[config.mk]
export PLATFORM = sky130hd
export DESIGN_NAME = gzip_header_parser
export DESIGN_NICKNAME = d
export VERILOG_FILES = /design/src/hw/rtl/gzhp_pkg.sv /design/src/hw/rtl/gzhp_fsm.sv /design/src/hw/rtl/gzip_header_parser.sv
export SDC_FILE = /design/constraint.sdc
export NUM_CORES = 1
export LEC_CHECK = 0
export BUFFER_PORTS_ARGS = -buffer_cell sky130_fd_sc_hd__buf_2
export CAP_MARGIN = 20
export CORE_UTILIZATION = 35
export CTS_CLUSTER_DIAMETER = 60
export CTS_CLUSTER_SIZE = 20
export DETAILED_ROUTE_END_ITERATION = 6
export PLACE_DENSITY_LB_ADDON = 0.3
export SLEW_MARGIN = 15
export SYNTH_ARGS = -nofsm -noshare
export SYNTH_HDL_FRONTEND = slang
export SYNTH_SLANG_ARGS = --single-unit
[constraint.sdc]
create_clock -name clk -period 5.1 [get_ports clk]
set_input_delay 1.275 -clock clk [delete_from_list [all_inputs] [get_ports clk]]
set_output_delay 1.275 -clock clk [all_outputs]
set_load 0.05 [all_outputs]
[src/hw/rtl/gzhp_pkg.sv]
// Package for the gzip member header parser.
// Holds the parse phase and status types, header constants and the section chooser.
// No dependencies.
`default_nettype none

package gzhp_pkg;

	typedef enum logic [3:0] {
		PH_MAGIC0  = 4'd0,
		PH_MAGIC1  = 4'd1,
		PH_METHOD  = 4'd2,
		PH_FLAGS   = 4'd3,
		PH_SKIP    = 4'd4,
		PH_XLEN0   = 4'd5,
		PH_XLEN1   = 4'd6,
		PH_XDATA   = 4'd7,
		PH_NAME    = 4'd8,
		PH_COMMENT = 4'd9,
		PH_HCRC    = 4'd10,
		PH_BODY    = 4'd11,
		PH_ERROR   = 4'd12
	} phase_t;

	typedef enum logic [1:0] {
		ST_PARSING   = 2'd0,
		ST_ACCEPTED  = 2'd1,
		ST_NOT_GZIP  = 2'd2,
		ST_HDR_ERROR = 2'd3
	} status_t;

	typedef enum logic [2:0] {
		SEC_FIXED   = 3'd0,
		SEC_EXTRA   = 3'd1,
		SEC_NAME    = 3'd2,
		SEC_COMMENT = 3'd3,
		SEC_HCRC    = 3'd4
	} section_t;

	localparam logic [7:0] MAGIC0_BYTE   = 8'h1f;
	localparam logic [7:0] MAGIC1_BYTE   = 8'h8b;
	localparam logic [7:0] METHOD_DEFL   = 8'h08;
	localparam logic [7:0] FLG_RESERVED  = 8'he0;
	localparam logic [15:0] FIXED_SKIP   = 16'd6;
	localparam logic [15:0] HCRC_SKIP    = 16'd2;

	// Bits of the stored flags (flags byte bits 1 to 4).
	localparam int unsigned FL_HCRC    = 0;
	localparam int unsigned FL_EXTRA   = 1;
	localparam int unsigned FL_NAME    = 2;
	localparam int unsigned FL_COMMENT = 3;

	typedef struct packed {
		logic          payload_valid;
		logic [7:0]    payload_byte;
		status_t       header_status;
		logic          stream_end;
	} result_t;

	// Picks the header section that follows the finished one.
	function automatic phase_t next_section(input section_t done, input logic [3:0] flags);
		phase_t ph;
		if (done < SEC_EXTRA && flags[FL_EXTRA]) begin
			ph = PH_XLEN0;
		end else if (done < SEC_NAME && flags[FL_NAME]) begin
			ph = PH_NAME;
		end else if (done < SEC_COMMENT && flags[FL_COMMENT]) begin
			ph = PH_COMMENT;
		end else if (done < SEC_HCRC && flags[FL_HCRC]) begin
			ph = PH_HCRC;
		end else begin
			ph = PH_BODY;
		end
		return ph;
	endfunction

endpackage

`default_nettype wire

[src/hw/rtl/gzhp_fsm.sv]
// Header state machine of the gzip member header parser.
// Updates phase, flags, skip counter and error code once per stepped byte.
// Depends on gzhp_pkg.
`default_nettype none

module gzhp_fsm (
	input  wire                 clk,
	input  wire                 arst_n,
	input  wire                 step,
	input  wire  [7:0]          in_byte,
	input  wire                 in_last,
	output gzhp_pkg::result_t   res
);

	gzhp_pkg::phase_t  phase_q, phase_d;
	gzhp_pkg::status_t err_q, err_d;
	logic [3:0]        flags_q, flags_d;
	logic [15:0]       skip_q, skip_d;
	logic [15:0]       skip_dec;
	logic [15:0]       xlen;

	assign skip_dec = skip_q - 16'd1;
	assign xlen     = skip_q | {in_byte, 8'd0};

	always_comb begin
		phase_d = phase_q;
		err_d   = err_q;
		flags_d = flags_q;
		skip_d  = skip_q;
		case (phase_q)
			gzhp_pkg::PH_MAGIC0: begin
				if (in_byte == gzhp_pkg::MAGIC0_BYTE) begin
					phase_d = gzhp_pkg::PH_MAGIC1;
				end else begin
					phase_d = gzhp_pkg::PH_ERROR;
					err_d   = gzhp_pkg::ST_NOT_GZIP;
				end
			end
			gzhp_pkg::PH_MAGIC1: begin
				if (in_byte == gzhp_pkg::MAGIC1_BYTE) begin
					phase_d = gzhp_pkg::PH_METHOD;
				end else begin
					phase_d = gzhp_pkg::PH_ERROR;
					err_d   = gzhp_pkg::ST_NOT_GZIP;
				end
			end
			gzhp_pkg::PH_METHOD: begin
				if (in_byte == gzhp_pkg::METHOD_DEFL) begin
					phase_d = gzhp_pkg::PH_FLAGS;
				end else begin
					phase_d = gzhp_pkg::PH_ERROR;
					err_d   = gzhp_pkg::ST_HDR_ERROR;
				end
			end
			gzhp_pkg::PH_FLAGS: begin
				if ((in_byte & gzhp_pkg::FLG_RESERVED) != 8'd0) begin
					phase_d = gzhp_pkg::PH_ERROR;
					err_d   = gzhp_pkg::ST_HDR_ERROR;
				end else begin
					flags_d = in_byte[4:1];
					skip_d  = gzhp_pkg::FIXED_SKIP;
					phase_d = gzhp_pkg::PH_SKIP;
				end
			end
			gzhp_pkg::PH_SKIP: begin
				skip_d = skip_dec;
				if (skip_dec == 16'd0) begin
					phase_d = gzhp_pkg::next_section(gzhp_pkg::SEC_FIXED, flags_q);
				end
			end
			gzhp_pkg::PH_XLEN0: begin
				skip_d  = {8'd0, in_byte};
				phase_d = gzhp_pkg::PH_XLEN1;
			end
			gzhp_pkg::PH_XLEN1: begin
				skip_d = xlen;
				if (xlen != 16'd0) begin
					phase_d = gzhp_pkg::PH_XDATA;
				end else begin
					phase_d = gzhp_pkg::next_section(gzhp_pkg::SEC_EXTRA, flags_q);
				end
			end
			gzhp_pkg::PH_XDATA: begin
				skip_d = skip_dec;
				if (skip_dec == 16'd0) begin
					phase_d = gzhp_pkg::next_section(gzhp_pkg::SEC_EXTRA, flags_q);
				end
			end
			gzhp_pkg::PH_NAME: begin
				if (in_byte == 8'd0) begin
					phase_d = gzhp_pkg::next_section(gzhp_pkg::SEC_NAME, flags_q);
				end
			end
			gzhp_pkg::PH_COMMENT: begin
				if (in_byte == 8'd0) begin
					phase_d = gzhp_pkg::next_section(gzhp_pkg::SEC_COMMENT, flags_q);
				end
			end
			gzhp_pkg::PH_HCRC: begin
				skip_d = skip_dec;
				if (skip_dec == 16'd0) begin
					phase_d = gzhp_pkg::next_section(gzhp_pkg::SEC_HCRC, flags_q);
				end
			end
			gzhp_pkg::PH_BODY: begin
			end
			gzhp_pkg::PH_ERROR: begin
			end
			default: begin
				phase_d = gzhp_pkg::PH_ERROR;
				err_d   = gzhp_pkg::ST_NOT_GZIP;
			end
		endcase
		// Entering the header CRC loads its two-byte count.
		if (phase_d == gzhp_pkg::PH_HCRC && phase_q != gzhp_pkg::PH_HCRC) begin
			skip_d = gzhp_pkg::HCRC_SKIP;
		end
	end

	always_comb begin
		res.payload_valid = (phase_q == gzhp_pkg::PH_BODY);
		res.payload_byte  = (phase_q == gzhp_pkg::PH_BODY) ? in_byte : 8'd0;
		res.stream_end    = in_last;
		if (err_d != gzhp_pkg::ST_PARSING) begin
			res.header_status = err_d;
		end else if (phase_d == gzhp_pkg::PH_BODY) begin
			res.header_status = gzhp_pkg::ST_ACCEPTED;
		end else if (in_last) begin
			if (phase_d == gzhp_pkg::PH_MAGIC0 || phase_d == gzhp_pkg::PH_MAGIC1) begin
				res.header_status = gzhp_pkg::ST_NOT_GZIP;
			end else if (phase_d == gzhp_pkg::PH_METHOD || phase_d == gzhp_pkg::PH_FLAGS) begin
				res.header_status = gzhp_pkg::ST_HDR_ERROR;
			end else begin
				res.header_status = gzhp_pkg::ST_ACCEPTED;
			end
		end else begin
			res.header_status = gzhp_pkg::ST_PARSING;
		end
	end

	always_ff @(posedge clk or negedge arst_n) begin
		if (!arst_n) begin
			phase_q <= gzhp_pkg::PH_MAGIC0;
			err_q   <= gzhp_pkg::ST_PARSING;
			flags_q <= 4'd0;
			skip_q  <= 16'd0;
		end else if (step) begin
			if (in_last) begin
				phase_q <= gzhp_pkg::PH_MAGIC0;
				err_q   <= gzhp_pkg::ST_PARSING;
				flags_q <= 4'd0;
				skip_q  <= 16'd0;
			end else begin
				phase_q <= phase_d;
				err_q   <= err_d;
				flags_q <= flags_d;
				skip_q  <= skip_d;
			end
		end
	end

endmodule

`default_nettype wire

[src/hw/rtl/gzip_header_parser.sv]
// Top level of the gzip member header parser: input register, header FSM, result register.
// Depends on gzhp_pkg and gzhp_fsm.
//
//   Port group  Dir  tdata          tuser                             tlast
//   s_axis      in   in_byte[7:0]   -                                 end_of_input
//   m_axis      out  payload_byte   payload_valid, header_status[1:0] stream_end
//
// Each byte passes from the input transaction into the input register, then through the header FSM,
// which updates once per byte, into the result register.
// A new byte is taken every cycle while the output side keeps up.
// Reset clears both stage valids and returns the FSM to the first magic byte.
// A stall on m_axis holds the result and backs up through the input register.
`default_nettype none

module gzip_header_parser (
	input  wire         clk,
	input  wire         arst_n,
	input  wire         s_axis_tvalid,
	output logic        s_axis_tready,
	input  wire  [7:0]  s_axis_tdata,   // [7:0] in_byte
	input  wire         s_axis_tlast,
	output logic        m_axis_tvalid,
	input  wire         m_axis_tready,
	output logic [7:0]  m_axis_tdata,   // [7:0] payload_byte
	output logic [2:0]  m_axis_tuser,   // [0] payload_valid, [2:1] header_status
	output logic        m_axis_tlast
);

	logic              v_s1, v_s2;
	logic [7:0]        byte_s1;
	logic              last_s1;
	logic              adv_s1;
	logic              free_s2;
	gzhp_pkg::result_t res;
	gzhp_pkg::result_t res_s2;

	assign free_s2       = !v_s2 || m_axis_tready;
	assign adv_s1        = v_s1 && free_s2;
	assign s_axis_tready = !v_s1 || adv_s1;

	always_ff @(posedge clk or negedge arst_n) begin
		if (!arst_n) begin
			v_s1 <= 1'b0;
		end else if (s_axis_tready) begin
			v_s1 <= s_axis_tvalid;
		end
	end

	always_ff @(posedge clk) begin
		if (s_axis_tvalid && s_axis_tready) begin
			byte_s1 <= s_axis_tdata;
			last_s1 <= s_axis_tlast;
		end
	end

	gzhp_fsm u_fsm (
		.clk     (clk),
		.arst_n  (arst_n),
		.step    (adv_s1),
		.in_byte (byte_s1),
		.in_last (last_s1),
		.res     (res)
	);

	always_ff @(posedge clk or negedge arst_n) begin
		if (!arst_n) begin
			v_s2 <= 1'b0;
		end else if (free_s2) begin
			v_s2 <= v_s1;
		end
	end

	always_ff @(posedge clk) begin
		if (adv_s1) begin
			res_s2 <= res;
		end
	end

	assign m_axis_tvalid = v_s2;
	assign m_axis_tdata  = res_s2.payload_byte;
	assign m_axis_tuser  = {res_s2.header_status, res_s2.payload_valid};
	assign m_axis_tlast  = res_s2.stream_end;

	a_payload_accepted: assert property (@(posedge clk) disable iff (!arst_n)
		m_axis_tvalid && m_axis_tuser[0] |-> m_axis_tuser[2:1] == gzhp_pkg::ST_ACCEPTED)
		else $error("Payload byte delivered without an accepted header.");

	a_no_payload_zero: assert property (@(posedge clk) disable iff (!arst_n)
		m_axis_tvalid && !m_axis_tuser[0] |-> m_axis_tdata == 8'd0)
		else $error("Header byte leaked onto the payload data.");

	a_s1_hold: assert property (@(posedge clk) disable iff (!arst_n)
		v_s1 && !adv_s1 |=> v_s1 && $stable(byte_s1) && $stable(last_s1))
		else $error("Input register lost a byte while the result side stalled.");

endmodule

`default_nettype wire
# Word-level counts from Yosys, hierarchy flattened

Cells that the tools add are included.

Multiplexer cells: 34
Add/subtract/negate cells: 1
Reductions and logical operators: 23
Equality and inequality tests: 23
Bitwise operators: 1

Operators with widths:

| cell                  | count |
|---|---|
| $mux 4                | 17 |
| $pmux 16 s4           | 1 |
| $mux 16               | 3 |
| $pmux 4 s12           | 1 |
| $eq 4x4->1 const B    | 7 |
| $mux 2                | 10 |
| $eq 4x2->1 const B    | 4 |
| $eq 4x3->1 const B    | 4 |
| $logic_not 16->1      | 1 |
| $or 16x16->16         | 1 |
| $reduce_bool 16->1    | 1 |
| $sub 16x1->16 const B | 1 |
| $pmux 2 s5            | 1 |
| $reduce_or 9->1       | 1 |
| $eq 4x1->1 const B    | 2 |
| $eq 8x4->1 const B    | 1 |
| $eq 8x5->1 const B    | 1 |
| $eq 8x8->1 const B    | 1 |
| $logic_not 4->1       | 2 |
| $logic_not 8->1       | 1 |
| $ne 4x4->1 const B    | 2 |
| $reduce_bool 8->1     | 1 |
| $reduce_and 3->1      | 2 |
| $reduce_bool 6->1     | 1 |
| other kinds (8)       | 15 |

Bits of input ports: 13
Bits in registers: 49
Logic and storage cells: 94

# Logic depth before layout (Yosys ltp)

Gate-level depths: netlist (run 1).

Depth in word-level cells: 13
Depth in mapped cells: 13

# Modules after synthesis

From an unflattened synthesis (run 1), not the netlist that was laid out.

Cell total of the unflattened synthesis: 380
Area, all modules: 3370.7 um^2

Modules (own cells, without submodules):

| module             | area an instance (um^2) | times used | cells an instance |
|---|---|---|---|
| gzhp_fsm           | 2636.3                  | 1          | 351 |
| gzip_header_parser | 734.5                   | 1          | 29 |

# Least setup slack after synthesis (run 1)

OpenSTA, ideal clock, no wires.

Path kind: reg2reg
From: register u_fsm.skip_q[0]
To: register u_fsm.skip_q[6]
Buffers on the path: 1
Cell stages (with the launch flop): 13
Setup slack: 1.578 ns
Period minus slack after synthesis: 3.522 ns
Data arrival time: 3.396 ns
Path through: dfrtp_1 > inv_1 > ha_1 > or4b_1 > clkbuf_2 > o41ai_2 > o211a_1 > nand4_1 > o41a_1 > a31o_1 > o31ai_4 > o21ai_2 > a221o_1

Word-level cells in the longest chain between the ends: 8
Elaborated cells between the ends (all ways): 17
Those cells by class: add/sub (1); eq/ne (2); mux (8); bitwise (1); reduce/logical (5)

RTL lines:

| item                                                          | RTL line                       | RTL |
|---|---|---|
| from (decl)                                                   | gzhp_fsm.sv:18                 | `logic [15:0] skip_q, skip_d;` |
| from (signal assigned)                                        | gzhp_fsm.sv:157                | `skip_q <= skip_d;` |
| $sub 16x1->16 / $or 16x16->16 (equally long branches)         | gzhp_fsm.sv:22, gzhp_fsm.sv:23 |  |
| $logic_not 16->1 / $reduce_bool 16->1 (equally long branches) | --                             |  |
| $mux 4, on equally long branches                              | --                             |  |
| $pmux 4 s12                                                   | gzhp_fsm.sv:30                 | `case (phase_q)` |
| $eq 4x4->1                                                    | gzhp_fsm.sv:115                | `if (phase_d == gzhp_pkg::PH_HCRC && phase_q != gzhp_pkg::PH_HCRC) begin` |
| $logic_and 1x1->1                                             | gzhp_fsm.sv:115                |  |
| $ne 4x4->1 (no line), or another cell as far along            | --                             |  |
| $reduce_and 3->1 (no line) / $mux 16 (equally long branches)  | --                             |  |

Parallel ways exist; a longest one is shown, timed or not.
A chain may end at the register's enable or synchronous reset.

# Worst setup path after layout (run 1)

From: register u_fsm.skip_q[1]
To: register u_fsm.skip_q[6]

Same word-level chain as after synthesis.

==> flow_summary.toml, run 1 <==
[synthesis]
synth.yosys.seq_area_share = 0.400
synth-edff-count = 21
dominantRegCellSynth = "dfrtp_1"
async_flop_share = 0.571
synth_area_um2 = 3330
avgSynthCellArea_um2 = 8.84
synth_nets = 391
synth_cell_type_count = 69
synth_cells = 376
synth_warnings = 0
ys_ff_latch = 49

[cts]
clockRootBuffer = "clkbuf_8"
postCtsSetupRepairBufs = 0
path_clk_slew_ns = 0.10
postCtsHoldBufs = 0
clkLatencyLatePin_ns = 0.31
cts_num_sinks = 49
cts_buffers = 5
cts_tree = "built"
cts_resized = 0
clk_path_buf_depth = 2
htree_num_levels = 2

[final_layout]
fillCellCount = 923
final_nets = 405
drive_above_1_share = 0.133
insertedDiodeCount = 0
final_cells = 520
area_growth_pct = 10.2

[placement]
io_buffer_count = 26
hpwl_um = 6650
place_ws_ns = 0.978
gp_congestion = 0.886
dpl.cell_count = 512

[timing]
hold_violations = 0
setup_violations = 0
rsz0062_at_grt = "false"
skew_ns = 0.0112
fmax_mhz = 238
worst_slew_pin_slew_ns = 0.790
drv_slew = 0
period_needed_ns = 4.21
slew_headroom = 0.468
setup_ws_ns = 0.890
fin_crit_sh = 0.825
tns_ns = 0

[critical_path]
critPathArrivalTime_ns = 4.40
crit_path_start_kind = "flip-flop"
crit_type = "flip-flop to flip-flop"
cp-end-kind = "flip-flop"
critical_path.max_fanout = 16
critPathRequiredTime_ns = 5.29

[drt]
vias = 3140
drcViolationCount = 0
wire_per_inst_um = 17.6
via_per_inst = 6.04
drt_first_pass_iters = 6
routed_wl_um = 9160
antenna_left = 0
drtIter0Drc = 215

[pwr]
switching_share = 0.424
seqPwrFrac = 0.374
pwr-share-comb = 0.431
p_clk_frac = 0.195
powerDensity_nw_per_um2 = 408
power.internal_w = 0.000860
ir_drop_mv = 0.162
p_switching_w = 0.000634
p_leak_nw = 1.42

[global_route]
grt_usage = 0.192
grt_pass1_wl_um = 15000
grt_max_degree = 29
grt_pass1_vias = 2971
grt_overflow = 0
antenna_found_initial = 0

[floorplan]
dieArea_um2 = 9900
core-area_um2 = 9240
io_pins = 27
start_util = 0.360
die_h_um = 99.5
die_w_um = 99.5
num_rows = 35

[job]
maxCapViolations = 0

[min_path]
hold_path_class = "flip-flop to flip-flop"

[status]
run_status = "completed"
[cell usage in the layout, fill, tap and decap left out, types with 3 or more instances in the layout]
master / n
nor3_1: 19
o32ai_1: 3
nand2_1: 27
buf_2: 26
or4_1: 6
or2_2: 6
nor4b_1: 3
a22o_1: 6
o2bb2ai_1: 3
o41ai_1: 4
edfxtp_1: 21
and2_1: 10
a31oi_1: 9
nor4_1: 11
nand2b_1: 11
inv_1: 15
a2bb2oi_1: 5
o31ai_1: 4
a21oi_1: 11
o221ai_1: 5
nor2_1: 41
and3_1: 5
dfrtp_1: 28
or3_1: 6
nand3_1: 5
nor2b_1: 3
buf_4: 3
o21ai_0: 22
o21a_1: 4
clkbuf_8: 5
o22ai_1: 5
xnor2_1: 7
[critical path: stages, from the launching register on]
cell	delay [ns]
dfrtp_1	0.45
inv_1	0.10
ha_1	0.28
or4b_1	0.61
o41ai_2	0.32
o211a_1	0.18
nand4_1	0.18
o41a_1	0.48
a31o_1	0.25
o31ai_4	0.65
o21ai_2	0.22
a221o_1	0.39
[power by group through the flow]
stage                     Sequential, W  Combinational [W]  Clock, W
final                          0.000559           0.000643  0.000291
after global routing           0.000567           0.000714  0.000306
after CTS                      0.000557           0.000634  0.000296
after detailed placement       0.000566           0.000630         0
after global placement         0.000564           0.000624         0
after floorplan                0.000549           0.000497         0
[area by class of cell]
cell class | instances | area [um^2] | share of cell area
sequential | 49 | 1330 | 0.363
multi-input combinational | 290 | 1850 | 0.504
clock inverter | 3 | 47.5 | 0.0130
timing repair buffer | 29 | 153 | 0.0417
inverter | 15 | 56.3 | 0.0154
tap | 129 | 161 | 0.0441
clock buffer | 5 | 68.8 | 0.0188
[registers in the layout, summed over array words and instances, names as in the netlist]
name and flops:
v_s1 1, u_fsm.flags_q 4, m_axis_tvalid 1, byte_s1 8
m_axis_tlast 1, u_fsm.skip_q 16, m_axis_tdata 8, last_s1 1
m_axis_tuser 3, u_fsm.phase_q 4, u_fsm.err_q 2
[logic make-up (layout without fill, tap and decap cells)]
kind of cell,count (synthesis),count (layout),share of synthesized area
xor gates and xnor gates,7,7,0.0184
AOI/OAI and AO/OA,109,109,0.242
buffers and inverters,37,52,0.0448
adders and majority gates,2,2,0.00752
and+or+nand+nor,168,168,0.275
DFF,49,49,0.400
muxes,4,4,0.0128
[through the flow]
stage                      util  total power [W]  cell area (um^2)  hold slack, ns
after floorplan               -          0.00105              3330           0.448
after global placement    0.384          0.00119              3550           0.470
after detailed placement  0.384          0.00120              3550           0.477
after CTS                 0.396          0.00149              3660           0.502
after global routing      0.396          0.00159              3660           0.544
final                     0.396          0.00149              3660           0.504
[path summary, 6_finish.rpt]
check | start | end | slack [ns] | cells after the start
setup / recovery | u_fsm.skip_q[1]$_DFFE_PN0P_ | u_fsm.skip_q[6]$_DFFE_PN0P_ | 0.89 | 11
hold / removal | u_fsm.err_q[1]$_DFFE_PN0P_ | u_fsm.err_q[1]$_DFFE_PN0P_ | 0.50 | 2
setup reg to reg | u_fsm.skip_q[1]$_DFFE_PN0P_ | u_fsm.skip_q[6]$_DFFE_PN0P_ | 0.89 | 11
hold reg to reg | u_fsm.err_q[1]$_DFFE_PN0P_ | u_fsm.err_q[1]$_DFFE_PN0P_ | 0.50 | 2
max in group asynchronous | arst_n | u_fsm.skip_q[3]$_DFFE_PN0P_ | 3.67 | 1
min in group asynchronous | arst_n | m_axis_tvalid$_DFFE_PN0P_ | 0.99 | 1
[synthesized netlist by cell type (3+ instances only)]
library cell,number,share of area
and2_1,10,0.019
a2bb2oi_1,5,0.013
o31ai_1,4,0.0090
nor4_1,11,0.021
nand2_1,27,0.030
o22ai_1,5,0.0094
or3_1,6,0.011
o21a_1,4,0.0090
a31oi_1,9,0.017
inv_1,15,0.017
and3_1,5,0.0094
xnor2_1,7,0.018
or2_2,6,0.011
a22o_1,6,0.016
dfrtp_1,28,0.21
a21oi_1,11,0.017
o221ai_1,5,0.013
nor2_1,41,0.046
edfxtp_1,21,0.19
nand3_1,5,0.0075
nand2b_1,11,0.021
buf_2,4,0.0060
nor4b_1,3,0.0079
nor2b_1,3,0.0056
o21ai_0,22,0.033
nor3_1,19,0.029
o41ai_1,4,0.011
o32ai_1,3,0.0079
clkbuf_1,15,0.017
or4_1,6,0.014
o2bb2ai_1,3,0.0079
[per-layer routing]
layer	vias to the layer above	part of all wire	routed length, um	GRT usage
met5	-	0	0	0
met4	0	0.022	197	0.0622
met3	19	0.052	477	0.0253
met2	129	0.47	4270	0.315
met1	1536	0.46	4210	0.263
li1	1456	-	-	-
Note: power is estimated with default switching activity, not from simulation.
==> run 2: changes to the inputs <==
clock period = 4.22 ns   (was 5.1 ns; I/O delays follow)
==> flow_summary.toml, run 2 (synthesized netlist as in run 1, its figures left out) <==
[critical_path]
critPathArrivalTime_ns = 4.12
crit_path_start_kind = "flip-flop"
critPathRequiredTime_ns = 4.42
timing.rr.end = "u_fsm.skip_q[10]$_DFFE_PN0P_"
worst_path_largest_cell_delay_ns = 0.63
critical_path.max_fanout = 12
reg2reg_from = "u_fsm.skip_q[0]$_DFFE_PN0P_"
r2r_cells = 12
endpoint = "u_fsm.skip_q[10]$_DFFE_PN0P_"
crit_type = "flip-flop to flip-flop"
ff2ff_setup_slack_ns = 0.30
slowest_stage = "or4b_1"
critical_path.startpoint = "u_fsm.skip_q[0]$_DFFE_PN0P_"
path_cells = "inv_1, ha_1, or4b_1, o41ai_2, o211a_1, nand4_1, o41a_1, a31o_1, o31ai_4, buf_4, a21oi_1, mux2_1"
cp-end-kind = "flip-flop"

[drt]
routed_wl_um = 9350
drt_first_pass_iters = 5
vias = 3066
antenna_left = 0
via_per_inst = 5.83
wire_per_inst_um = 17.8
drtIter0Drc = 265
drcViolationCount = 0

[cts]
postCtsHoldBufs = 0
clk_path_buf_depth = 2
clkLatencyLatePin_ns = 0.30
clockRootBuffer = "clkbuf_8"
htree_num_levels = 2
postCtsSetupRepairBufs = 0
path_clk_slew_ns = 0.10
cts_tree = "built"
cts_resized = 0
cts_num_sinks = 49
cts_buffers = 5

[pwr]
powerDensity_nw_per_um2 = 490
seqPwrFrac = 0.360
p_clk_frac = 0.188
p_leak_nw = 1.45
power.internal_w = 0.00106
ir_drop_mv = 0.247
switching_share = 0.419
pwr-share-comb = 0.453
p_switching_w = 0.000762

[timing]
tns_ns = 0
setup_violations = 0
fmax_mhz = 255
fin_crit_sh = 0.929
hold-worst-slack_ns = 0.489
drv_slew = 0
skew_ns = 0.0131
period_needed_ns = 3.92
rsz0062_at_grt = "false"
hold_violations = 0
worst_slew_pin_slew_ns = 0.694
slew_headroom = 0.535

[global_route]
grt_max_degree = 29
grt_pass1_vias = 2906
grt_usage = 0.198
grt_pass1_wl_um = 15400
grt_overflow = 0
antenna_found_initial = 0

[final_layout]
area_growth_pct = 11.6
insertedDiodeCount = 0
drive_above_1_share = 0.149
regMostFlops = "u_fsm.skip_q"
largest_reg_flops = 16
final_nets = 411
layout_common_cells = "nor2_1, dfrtp_1, nand2_1, buf_2, o21ai_0"
utilization = 0.402
mostFrequentLayoutCell = "nor2_1"

[floorplan]
die_h_um = 99.5
core-area_um2 = 9240
start_util = 0.360
die_w_um = 99.5
dieArea_um2 = 9900
num_rows = 35
io_pins = 27

[status]
run_status = "completed"

[min_path]
hold_path_class = "flip-flop to flip-flop"

[job]
maxCapViolations = 0

[placement]
gp_congestion = 0.961
hpwl_um = 6980
io_buffer_count = 26
==> run 2: worst min path at each step <==
| stage | cells past startpoint | to | slack (ns) | from |
|---|---|---|---|---|
| floorplan | 0 | m_axis_tlast$_DFFE_PP_ | 0.45 | last_s1$_DFFE_PP_ |
| global placement | 2 | u_fsm.err_q[1]$_DFFE_PN0P_ | 0.46 | u_fsm.err_q[1]$_DFFE_PN0P_ |
| detailed placement | 2 | u_fsm.err_q[1]$_DFFE_PN0P_ | 0.47 | u_fsm.err_q[1]$_DFFE_PN0P_ |
| CTS | 2 | u_fsm.err_q[1]$_DFFE_PN0P_ | 0.49 | u_fsm.err_q[1]$_DFFE_PN0P_ |
| global route | 2 | u_fsm.err_q[1]$_DFFE_PN0P_ | 0.52 | u_fsm.err_q[1]$_DFFE_PN0P_ |
| finish | 2 | u_fsm.err_q[1]$_DFFE_PN0P_ | 0.49 | u_fsm.err_q[1]$_DFFE_PN0P_ |
==> run 2: area by class of cell <==
class | instances | area (um^2)
clock buffer | 5 | 68.8
clock inverter | 3 | 43.8
tap | 129 | 161
inverter | 15 | 56.3
multi-input combinational | 290 | 1850
sequential | 49 | 1330
fill | 924 | 5530
timing repair buffer | 35 | 198
==> run 2: power groups by stage <==
stage	combinational (W)	sequential [W]	clock (W)
after global routing	0.000906	0.000666	0.000367
after CTS	0.000809	0.000654	0.000350
after detailed placement	0.000803	0.000665	0
after global placement	0.000806	0.000662	0
final	0.000823	0.000654	0.000341
after floorplan	0.000601	0.000664	0
==> run 2: per-layer routing <==
layer / GRT usage / share of wire
met5: 0 / 0
met4: 0.0633 / 0.021
met3: 0.0281 / 0.058
met2: 0.330 / 0.48
met1: 0.266 / 0.44
==> run 2: stage by stage <==
| step | power (W) | cell area (um^2) | setup WS [ns] | instances |
|---|---|---|---|---|
| 3_5_place_dp | 0.00147 | 3590 | 0.353 | 518 |
| 4_1_cts | 0.00181 | 3700 | 0.334 | 526 |
| 3_3_place_gp | 0.00147 | 3590 | 0.470 | 518 |
| 2_1_floorplan | 0.00126 | 3330 | 0.698 | 376 |
| 5_1_grt | 0.00194 | 3710 | 0.0592 | 526 |
| 6_report | 0.00182 | 3710 | 0.300 | 526 |
==> run 2: worst max-delay path: cells and delay by family, from the launching register on <==
family	cells	cell delay (ns)
buf+inv	2	0.34
fa+ha+maj	1	0.27
compound gates	6	1.67
simple gates	2	0.81
flops	1	0.46
mux	1	0.28
==> run 3: changes to the inputs <==
clock period = 3.9 ns   (was 4.22 ns; I/O delays follow)
==> flow_summary.toml, run 3 (synthesized netlist as in run 1, its figures left out) <==
[status]
run_status = "completed"

[cts]
cts_buffers = 5
postCtsHoldBufs = 0
clockRootBuffer = "clkbuf_8"
path_clk_slew_ns = 0.11
clk_path_buf_depth = 2
cts_num_sinks = 49
clkLatencyLatePin_ns = 0.32
cts_tree = "built"
htree_num_levels = 2

[final_layout]
insertedDiodeCount = 0
drive_above_1_share = 0.166
mostFrequentLayoutCell = "nor2_1"
largest_reg_flops = 16
layout_common_cells = "nor2_1, dfrtp_1, nand2_1, buf_2, o21ai_0"
area_growth_pct = 13.4
fillCellCount = 912
regMostFlops = "u_fsm.skip_q"
final_cells = 533
final_nets = 418

[pwr]
p_leak_nw = 1.48
power_w = 0.00200
ir_drop_mv = 0.203
powerDensity_nw_per_um2 = 531

[drt]
met3WireLength_um = 556
drcViolationCount = 0
drtIter0Drc = 244
vias = 3116
wire_per_inst_um = 17.6
routed_wl_um = 9410
wl_met1_um = 4150
top_layer_used = "met4"
dr_wl_met2_um = 4390
via_per_inst = 5.85
antenna_left = 0
drt_first_pass_iters = 5

[placement]
dpl.cell_count = 525
gp_congestion = 0.934
place_ws_ns = 0.175
hpwl_um = 7000
io_buffer_count = 26

[global_route]
grt_pass1_wl_um = 15200
grt_overflow = 0
grt_max_degree = 29
grt_usage = 0.199
grt_pass1_vias = 2972
antenna_found_initial = 0

[critical_path]
crit_buf_inv = 2
crit_path_start_kind = "flip-flop"
crit_type = "flip-flop to flip-flop"
critical_path.max_fanout = 7
slowest_stage = "or4b_4"
cp-end-kind = "flip-flop"
cpLargestDelayFamily = "simple AND/OR/NAND/NOR gates"
worst_path_largest_cell_delay_ns = 0.52
critPathRequiredTime_ns = 4.15
critPathArrivalTime_ns = 3.84
path_cells = "inv_1, ha_1, or4b_4, nor4_2, xnor2_1, and4_1, and3_1, mux2i_1, o31ai_4, buf_4, or4_1, o2bb2ai_1"

[timing]
fmax_mhz = 278
fin_crit_sh = 0.921
period_needed_ns = 3.59
hold_violations = 0
tns_ns = 0
slew_headroom = 0.492
drv_slew = 0
worst_slew_pin_slew_ns = 0.759
rsz0062_at_grt = "false"
setup_ws_ns = 0.307
setup_violations = 0
skew_ns = 0.0142

[min_path]
hold_path_class = "flip-flop to flip-flop"

[floorplan]
dieArea_um2 = 9900
die_h_um = 99.5
start_util = 0.360
num_rows = 35
die_w_um = 99.5
io_pins = 27
core-area_um2 = 9240

[job]
maxCapViolations = 0
## run 3: cell types whose count changed in the layout (fill, tap and decap cells not counted), sizes merged
cell,previous run,this run
buf,35,42
clkinv,1,0
inv,16,17
## run 3: worst reg2reg max path, cell delays in order (launching register included)
cell and delay (ns):
dfrtp_1 0.45, inv_1 0.10, ha_1 0.16, or4b_4 0.52, nor4_2 0.26, xnor2_1 0.20
and4_1 0.26, and3_1 0.23, mux2i_1 0.33, o31ai_4 0.16, buf_4 0.19, or4_1 0.50
o2bb2ai_1 0.17
## run 3: worst paths after layout
path                                              from  slack, ns  cells after the start                           end
max                        u_fsm.skip_q[1]$_DFFE_PN0P_       0.31                     12   u_fsm.skip_q[8]$_DFFE_PN0P_
min                         u_fsm.err_q[1]$_DFFE_PN0P_       0.49                      2    u_fsm.err_q[1]$_DFFE_PN0P_
max reg2reg                u_fsm.skip_q[1]$_DFFE_PN0P_       0.31                     12   u_fsm.skip_q[8]$_DFFE_PN0P_
min reg2reg                 u_fsm.err_q[1]$_DFFE_PN0P_       0.49                      2    u_fsm.err_q[1]$_DFFE_PN0P_
max in group asynchronous                       arst_n       2.75                      1   u_fsm.skip_q[1]$_DFFE_PN0P_
min in group asynchronous                       arst_n       0.69                      1  u_fsm.skip_q[14]$_DFFE_PN0P_
## run 3: timing repair
action,CTS,global route
endpoints found under the setup margin,0,6
gates resized for setup,0,2
buffers inserted,0,0
## run 3: report_power, final
group          internal [W]  total (W)  switching, W  leakage (nW)
registers          0.000613   0.000718      0.000105         0.573
logic              0.000351   0.000898      0.000547         0.851
clock network      0.000196   0.000388      0.000192        0.0591
## run 3: cell type report
class                      count  area [um^2]  area share
multi-input combinational    290         1860       0.492
sequential                    49         1330       0.353
timing repair buffer          42          250      0.0664
tap                          129          161      0.0428
clock buffer                   5         68.8      0.0182
inverter                      15         56.3      0.0149
clock inverter                 3         47.5      0.0126
## run 3: metal layers
layer | up-vias | track usage
met5 | - | 0
met2 | 125 | 0.328
met3 | 28 | 0.0365
met4 | 0 | 0.0882
met1 | 1486 | 0.254
li1 | 1477 | -
## run 3: through the flow
step	hold slack, ns	util	cell area [um^2]
after global placement	0.464	0.394	3640
after floorplan	0.448	-	3330
after CTS	0.494	0.407	3760
after detailed placement	0.470	0.394	3640
final	0.487	0.408	3770
after global routing	0.565	0.408	3770
